==> src/rtl/core/npcs_pkg.sv <==
// Shared types, constants and codes for the nearest palette colour search core.
// No dependencies.
package npcs_pkg;

	// Field widths
	localparam int COLOR_W   = 8;
	localparam int INDEX_W   = 8;
	localparam int ENTRY_W   = 3 * COLOR_W;
	localparam int SQ_W      = 2 * COLOR_W;
	localparam int DIST_W    = SQ_W + 2;

	// Palette depth default and search start bound (3 * 256^2)
	localparam int DEFAULT_ENTRIES = 256;
	localparam logic [DIST_W-1:0] START_BOUND = DIST_W'(3 * 256 * 256);

	// Operation codes
	localparam logic OP_WRITE = 1'b0;
	localparam logic OP_QUERY = 1'b1;

	// Controller states
	typedef enum logic [1:0] {
		ST_IDLE,
		ST_SCAN,
		ST_DRAIN,
		ST_DELIVER
	} state_t;

	// Commands from controller to datapath
	typedef struct packed {
		logic write_entry;
		logic start_query;
		logic scan_step;
		logic load_out;
	} dp_cmd_t;

	// Status from datapath to controller
	typedef struct packed {
		logic addr_last;
		logic scan_done;
		logic out_free;
	} dp_status_t;

endpackage

==> src/rtl/core/npcs_ctrl.sv <==
// Controller state machine: accepts items, sequences the palette scan
// and hands the result to the output register. Uses npcs_pkg.
module npcs_ctrl (
	input  logic                 clk,
	input  logic                 arst_n,
	input  logic                 in_valid,
	input  logic                 operation,
	output logic                 in_stall,
	input  npcs_pkg::dp_status_t status,
	output npcs_pkg::dp_cmd_t    cmd
);
	import npcs_pkg::*;

	state_t state_q, state_nxt;
	logic   accept;

	assign accept = in_valid && (state_q == ST_IDLE);

	// State register
	always_ff @(posedge clk or negedge arst_n) begin
		if (!arst_n) begin
			state_q <= ST_IDLE;
		end else begin
			state_q <= state_nxt;
		end
	end

	// Next state
	always_comb begin
		state_nxt = state_q;
		unique case (state_q)
			ST_IDLE: begin
				if (accept && operation == OP_QUERY) state_nxt = ST_SCAN;
			end
			ST_SCAN: begin
				if (status.addr_last) state_nxt = ST_DRAIN;
			end
			ST_DRAIN: begin
				if (status.scan_done) state_nxt = ST_DELIVER;
			end
			ST_DELIVER: begin
				if (status.out_free) state_nxt = ST_IDLE;
			end
			default: state_nxt = ST_IDLE;
		endcase
	end

	// Outputs
	always_comb begin
		cmd      = '0;
		in_stall = 1'b1;
		unique case (state_q)
			ST_IDLE: begin
				in_stall        = 1'b0;
				cmd.write_entry = accept && operation == OP_WRITE;
				cmd.start_query = accept && operation == OP_QUERY;
			end
			ST_SCAN: begin
				cmd.scan_step = 1'b1;
			end
			ST_DRAIN: begin
			end
			ST_DELIVER: begin
				cmd.load_out = status.out_free;
			end
			default: begin
			end
		endcase
	end

endmodule

==> config.mk <==
export PLATFORM = sky130hd
export DESIGN_NAME = npcs_ctrl
export DESIGN_NICKNAME = d
export VERILOG_FILES = /design/src/rtl/core/npcs_pkg.sv /design/src/rtl/core/npcs_ctrl.sv
export SDC_FILE = /design/constraint.sdc
export NUM_CORES = 1
export LEC_CHECK = 0
export ABC_AREA = 1
export BUFFER_PORTS_ARGS = -buffer_cell sky130_fd_sc_hd__buf_4
export CAP_MARGIN = 15
export CORE_AREA = 2 2 39 41
export DETAILED_ROUTE_END_ITERATION = 10
export DIE_AREA = 0 0 41 43
export GPL_TIMING_DRIVEN = 0
export PLACE_DENSITY = 0.35
export SLEW_MARGIN = 20
export SYNTH_ARGS = -nofsm -noshare
export SYNTH_HDL_FRONTEND = slang
export SYNTH_SLANG_ARGS = --single-unit
export TNS_END_PERCENT = 100
==> constraint.sdc <==
create_clock -name clk -period 2.1 [get_ports clk]
set_input_delay 0.42 -clock clk [delete_from_list [all_inputs] [get_ports clk]]
set_output_delay 0.42 -clock clk [all_outputs]
set_load 0.02 [all_outputs]
* Yosys cells after proc, flatten, opt, wreduce, memory -nomap -nowiden
Cells that the tools add are included.
** Operators by class
- Equality and inequality tests :: 7
- Multiplexer cells :: 9
- Bitwise operators :: 1
- Reduce and logical (&&, ||, !) cells :: 5
** Operators by type and width (count)
- $mux W2 :: 5
- $pmux W2 S4 :: 1
- $ne A2 B2 Y1 const B :: 3
- $eq A2 B2 Y1 const B :: 2
- $reduce_and A4 Y1 :: 1
- $logic_and A1 B1 Y1 :: 3
- $mux W1 :: 3
- $eq A2 B1 Y1 const B :: 1
- $logic_not A2 Y1 :: 1
- $ne A2 B1 Y1 const B :: 1
- $not A1 Y1 :: 1
** Storage, ports and cells
- Bits in registers :: 2
- Input bits :: 7
- Output and inout bits :: 5
- Logic and storage cells :: 23

* Longest topological paths before layout
Gate-level depths: netlist (run 1).
- Depth in word-level cells :: 5
- Depth in mapped cells :: 7
- Mapped depth without buffers :: 7

* Worst setup path before layout (run 1)
OpenSTA, ideal clock, no wires.
- Path kind :: register to output
- From :: register state_q[0]
- To :: output port cmd[2] in the netlist's numbering
- Arrival :: 1.011 ns
- Required time :: 1.680 ns
- Setup slack :: 0.669 ns
- Cell stages (with the launch flop) :: 5
- Buffers on the path :: 0
- Cell sequence :: dfrtp_1 inv_1 ha_1 nand2_1 nor2_1
** RTL lines
- from (decl) :: line npcs_ctrl.sv:14 : state_t state_q, state_nxt;
- from (signal assigned) :: line npcs_ctrl.sv:24 : state_q <= state_nxt;
- to (decl) :: line npcs_ctrl.sv:10 : output npcs_pkg::dp_cmd_t cmd

==> results of run 1 <==
-- worst min-delay path by stage --
stage                             to  slack (ps)  depth (start not counted)
after floorplan           state_q[0]         120                          0
after global placement    state_q[0]         200                          1
after detailed placement  state_q[0]         200                          1
after CTS                 state_q[1]         510                          2
after global routing      state_q[1]         540                          2
final                     state_q[1]         520                          2
-- layout make-up --
type / instances / share of cell area
Inverter: 10 / 0.100
Tap cell: 16 / 0.0535
Sequential cell: 2 / 0.134
Clock buffer: 3 / 0.0602
Multi-Input combinational cell: 23 / 0.405
Timing Repair Buffer: 12 / 0.247
-- what timing repair did --
action | 4_1_cts | 5_1_grt
gates resized for setup | 0 | 0
hold endpoints to repair | 2 | 0
hold buffers | 1 | 0
-- layer usage --
layer,share of wire,wire [um]
met1,0.48,247
met2,0.44,224
met3,0.080,41
met4,0,0
met5,0,0
-- report_power, final --
group          total [mW]  switching, mW  internal [mW]
logic               0.319          0.184          0.135
clock network      0.0848         0.0218         0.0630
registers          0.0774         0.0167         0.0606
total               0.481          0.222          0.259
-- logic make-up (layout without fill, tap and decap cells) --
kind of cell             count (synthesis)  count (layout)  share of synthesized area
AND/OR/NAND/NOR                         15              15                      0.272
buffers and inverters                   10              25                      0.157
adder cells (fa/ha/maj)                  5               5                      0.262
AO/OA/AOI/OAI                            3               3                     0.0995
flip-flops                               2               2                      0.209
-- placed cells by master (no fill, tap or decap), drive strengths merged --
cell type     n
nand2         8
nor2          3
clkbuf        3
dfrtp         2
ha            5
buf          11
inv          10
a21oi         1
nand3         3
dlygate4sd3   1
or2           1
o21bai        2
-- stage by stage --
step	setup slack, ps	std cells
after global placement	638	62
final	412	66
after CTS	397	66
after floorplan	669	35
after global routing	309	66
after detailed placement	642	62
==> summary.md, run 1 <==
| Metric | Value |
|---|---|
| Status | completed |
| Commonest cells post-synth | inv_1 (9), nand2_1 (8), ha_1 (5) |
| Data required, critical path | 1680 ps |
| Largest regs | state_q: 2 flops |
| Antenna violations before repair | 0 |
| Max cap viols | 0 |
| Clock Tree Root | clkbuf_4 |
| WL final | 513 um |
| Top FF cell, synth | dfrtp_1 |
| Drc violations | 0 |
| CP arrival | 1270 ps |
| Reg2Reg Depth | 7 |
| Stages on worst setup path | 5 |
| CP bufs+invs | 2 |
| Cell variety after synth | 11 |
| Top reg by flops | state_q |
| Share of layout cells above drive strength 1 | 0.360 |
| IO Port Bufs | 11 |
| Slew Limit Headroom | 0.880 |
| Hold Path Class | input pin to asynchronous set/reset pin |
| Synth warn | 0 |
| WHS | 516 ps |
| DRT iter0 DRCs | 6 |
| Final setup viols | 0 |
| GR Util met3 | 0.0314 |
| Final instance area | 374 um2 |
| Vias in the first global route | 215 |
| Area grow syn2layout | 56.5% |
| Core Util, Final | 0.270 |
| Post-synthesis sequential area ratio | 0.209 |
| CTS tree | yes |
| Crit Reg-Reg Endpoint | state_q[0] |
| Most frequent cell after synthesis | inv_1 |
| Area contributors post-synth | ha_1 (26%), dfrtp_1 (21%), inv_1 (14%) |
| Total track usage | 0.0732 |
| Num ports | 12 |
| First-pass GRT wire length | 814 um |
| Drt via density | 3.55 |
| Fill count | 156 |
| Ys async rst share | 1.00 |
| Hold Vio Cnt, Final | 0 |
| Area share of the largest cell type after synthesis | 0.262 |
| CP max stage delay | 390 ps |
| Fin crit period | 1690 ps |
| FMAX | 592 MHz |
| Clk sink count | 2 |
| Footprint of the multi-input gates | 151 um2 |
| Setup TNS | 0 ps |
| Synth area leader | ha_1 |
| Largest net degree at the start of global routing | 5 |
| Pwr Total | 0.481 mW |
| Synthesized area | 239 um2 |
| Die height | 43 um |
| Leakage | 0.241 nW |
| Worst-Margin Slew | 180 ps |
| Placed wire-length estimate | 412 um |
| Core Region | 1380 um2 |
| CP max stage cell | dfrtp_1 |
| Starting density of the core | 0.173 |
| Post-CTS setup buffer count | 0 |
| Syn nets | 47 |
| Critical-path cell list | inv_1 -> ha_1 -> nand2_1 -> nor2_1 -> buf_4 |
| CP Class | flop to output port |
| Worst r2r src | state_q[1] |
| RSZ-0062 raised after global routing | no |
| Max IR drop VDD | 0.374 mV |
| CP max FO | 4 |
| Grt met1 use | 0.0897 |
| Met2 GRT Util | 0.0938 |
| Max reg flops | 2 |
| Routed WL per cell | 7.77 um |
| Register area | 50.0 um2 |
| Final GP Congestion | 0.667 |
| Worst-path clk slew | 30 ps |
| Number of synthesized flops with an enable pin | 0 |
| Total Nets Final | 64 |
| GRT busiest layer | met2 |
| Worst-Skew Late Latency | 220 ps |
| DRT Pass-1 Iters | 4 |
| Die width | 41 um |
| H-Tree Depth | 1 |
| Power per Cell Area | 1290 nW/um2 |
| Cell family with the largest share of critical-path delay | flip-flops |
| Max Clock Skew | 3.88 ps |
| Gr ovfl total | 0 |
| Syn Area/Cell | 6.83 um2 |
| Setup crit end | cmd[3] |
| Post-Synthesis Cells | 35 |
| Register bit total from synthesis | 2 |
| Buffer levels on the longest clock path | 2 |
| Antenna cells | 0 |
| Worst R2R Setup Slack | 830 ps |
| CTS Buf Count | 3 |
| Nature of the critical path startpoint | flop |
| CP Launch Point | state_q[1] |
| Total Die Area | 1760 um2 |
| DP Area | 342 um2 |
| Num rows | 14 |
| Tcrit/Tclk final | 0.804 |
| Final Max Slew Viols | 0 |
| Routed via count | 234 |
| Setup crit end kind | output port |
| Antenna-violating nets left | 0 |
Note: power is estimated with default switching activity, not from simulation.
==> run 2: changes to the inputs <==
==> constraint.sdc (replaced) <==
create_clock -name clk -period 1.6 [get_ports clk]
set_input_delay 0.32 -clock clk [delete_from_list [all_inputs] [get_ports clk]]
set_output_delay 0.32 -clock clk [all_outputs]
set_load 0.02 [all_outputs]
==> summary.md, run 2 (synthesized netlist as in run 1, its figures left out) <==
| Metric | Value |
|---|---|
| Hold Vio Cnt, Final | 0 (unchanged) |
| Status | completed (unchanged) |
| CP arrival | 1190 ps (was 1270 ps) |
| RSZ-0062 raised after global routing | no (unchanged) |
| Clock share of power | 0.151 (was 0.176) |
| Num ports | 12 (unchanged) |
| Setup crit end kind | output port (unchanged) |
| Clock Tree Root | clkbuf_4 (unchanged) |
| Max Clock Skew | 4.31 ps (was 3.88 ps) |
| Worst-Margin Slew | 181 ps (was 180 ps) |
| Clk sink count | 2 (unchanged) |
| Drt via density | 3.57 (was 3.55) |
| Max IR drop VDD | 0.586 mV (was 0.374 mV) |
| CTS tree | yes (unchanged) |
| Antenna cells | 0 (unchanged) |
| Final Max Slew Viols | 0 (unchanged) |
| Cell family with the largest share of critical-path delay | flip-flops (unchanged) |
| Register share of total power | 0.138 (was 0.161) |
| WL final | 523 um (was 513 um) |
| Reg2Reg Depth | 6 (was 7) |
| Worst-Skew Late Latency | 220 ps (about the same) |
| Worst R2R Setup Slack | 310 ps (was 830 ps) |
| Hold Path Class | input pin to asynchronous set/reset pin (unchanged) |
| Setup TNS | 0 ps (unchanged) |
| Final setup viols | 0 (unchanged) |
| Largest regs | state_q: 2 flops (unchanged) |
| DRT iter0 DRCs | 4 (was 6) |
| Routed WL per cell | 7.26 um (was 7.77 um) |
| Setup ws final | 93.2 ps (was 412 ps) |
| Net switching power | 0.310 mW (was 0.222 mW) |
| FMAX | 664 MHz |
| Share of layout cells above drive strength 1 | 0.482 (was 0.360) |
| Antenna violations before repair | 0 (unchanged) |
| Nature of the critical path startpoint | flop (unchanged) |
| Crit Reg-Reg Endpoint | state_q[0] (unchanged) |
| Pre-CTS setup slack | 242 ps (was 642 ps) |
| Leakage | 0.267 nW (was 0.241 nW) |
| Drc violations | 0 (unchanged) |
| Final GP Congestion | 0.667 (unchanged) |
| Net Sw Frac | 0.420 (was 0.462) |
| Fin crit period | 1510 ps |
| Top reg by flops | state_q (unchanged) |
| Core Region | 1380 um2 (unchanged) |
| Max cap viols | 0 (unchanged) |
| Most frequent cells in the layout | buf_4 (17), nand2_1 (8), inv_1 (7), ha_1 (4) (was buf_4 (11), inv_1 (9), nand2_1 (8), ha_1 (5)) |
| Data required, critical path | 1280 ps (was 1680 ps) |
| Max reg flops | 2 (unchanged) |
| Die height | 43 um (unchanged) |
| Placed wire-length estimate | 412 um (unchanged) |
| CTS Buf Count | 3 (unchanged) |
| Most common cell after layout, fill and taps aside | buf_4 (unchanged) |
| Buffer levels on the longest clock path | 2 (unchanged) |
| CP bufs+invs | 2 (unchanged) |
| Total track usage | 0.0732 (unchanged) |
| IO Port Bufs | 11 (unchanged) |
| Total Nets Final | 70 (was 64) |
| Worst-path clk slew | 30 ps (about the same) |
| Fill count | 152 (was 156) |
| Die width | 41 um (unchanged) |
| Total Die Area | 1760 um2 (unchanged) |
| Power per Cell Area | 1750 nW/um2 (was 1290 nW/um2) |
| Critical-path cell list | inv_2 -> ha_2 -> nand2_1 -> nor2_1 -> buf_4 (was inv_1 -> ha_1 -> nand2_1 -> nor2_1 -> buf_4) |
| Antenna-violating nets left | 0 (unchanged) |
| Combinational fraction of design power | 0.711 (was 0.663) |
| Slew Limit Headroom | 0.879 (was 0.880) |
| Starting density of the core | 0.173 (unchanged) |
| CP max stage cell | dfrtp_1 (unchanged) |
| Gr ovfl total | 0 (unchanged) |
| Tcrit/Tclk final | 0.942 |
| Largest net degree at the start of global routing | 5 (unchanged) |
| Routed via count | 257 (was 234) |
| DRT Pass-1 Iters | 4 (unchanged) |
| H-Tree Depth | 1 (unchanged) |
| P_int | 0.428 mW (was 0.259 mW) |
| Worst r2r src | state_q[0] (was state_q[1]) |
| Area grow syn2layout | 76.4% (was 56.5%) |
| Vias in the first global route | 215 (unchanged) |
| First-pass GRT wire length | 814 um (unchanged) |
| CP max FO | 4 (unchanged) |
| CP Class | flop to output port (unchanged) |
| Num rows | 14 (unchanged) |
| CP max stage delay | 390 ps (about the same) |
-- run 2: cell types whose count changed in the layout (fill, tap and decap cells not counted) --
cell	delta
ha_1	-1
inv_1	-2
ha_2	+1
inv_2	+2
buf_4	+6
-- run 2: metal layers --
layer,vias to the layer above,global-route usage,wire [um]
met5,-,0,0
met3,0,0.0314,41
met1,105,0.0897,245
met4,0,0.0600,0
li1,146,-,-
met2,6,0.0938,237
-- run 2: cell type report --
| class | instances | area (um2) | area share |
|---|---|---|---|
| multi-input combinational | 23 | 154 | 0.365 |
| timing repair buffer | 18 | 138 | 0.326 |
| sequential | 2 | 50.0 | 0.119 |
| inverter | 10 | 37.5 | 0.0890 |
| clock buffer | 3 | 22.5 | 0.0534 |
| tap | 16 | 20.0 | 0.0475 |
-- run 2: worst max-delay path by stage --
stage	slack, ps	endpoint	cells past startpoint	start
finish	90	cmd[3]	5	state_q[1]
CTS	8	cmd[3]	5	state_q[1]
floorplan	270	cmd[2]	4	state_q[0]
global route	0.9	cmd[2]	5	state_q[1]
global placement	240	cmd[2]	5	state_q[0]
detailed placement	240	cmd[3]	5	state_q[0]
-- run 2: repair_timing --
action	4_1_cts	5_1_grt
setup buffers	0	6
resized for setup	2	1
setup endpoints to repair	1	2
hold buffers	1	0
endpoints found under the hold margin	2	0
-- run 2: through the flow --
| stage | power (mW) | instances | instance area [um2] | hold WS (ps) | util |
|---|---|---|---|---|---|
| 5_1_grt | 0.826 | 72 | 422 | 440 | 0.305 |
| 2_1_floorplan | 0.395 | 35 | 239 | 24.4 | - |
| 4_1_cts | 0.655 | 66 | 377 | 407 | 0.272 |
| 3_3_place_gp | 0.531 | 62 | 342 | 104 | 0.247 |
| 6_report | 0.739 | 72 | 422 | 416 | 0.305 |
| 3_5_place_dp | 0.525 | 62 | 342 | 103 | 0.247 |
-- run 2: power by group through the flow --
stage          Clock (mW)  Sequential, mW  Combinational, mW
6_report            0.112           0.102              0.525
5_1_grt             0.125           0.104              0.597
4_1_cts             0.121           0.104              0.430
3_5_place_dp            0           0.102              0.423
3_3_place_gp            0           0.102              0.428
2_1_floorplan           0          0.0965              0.298
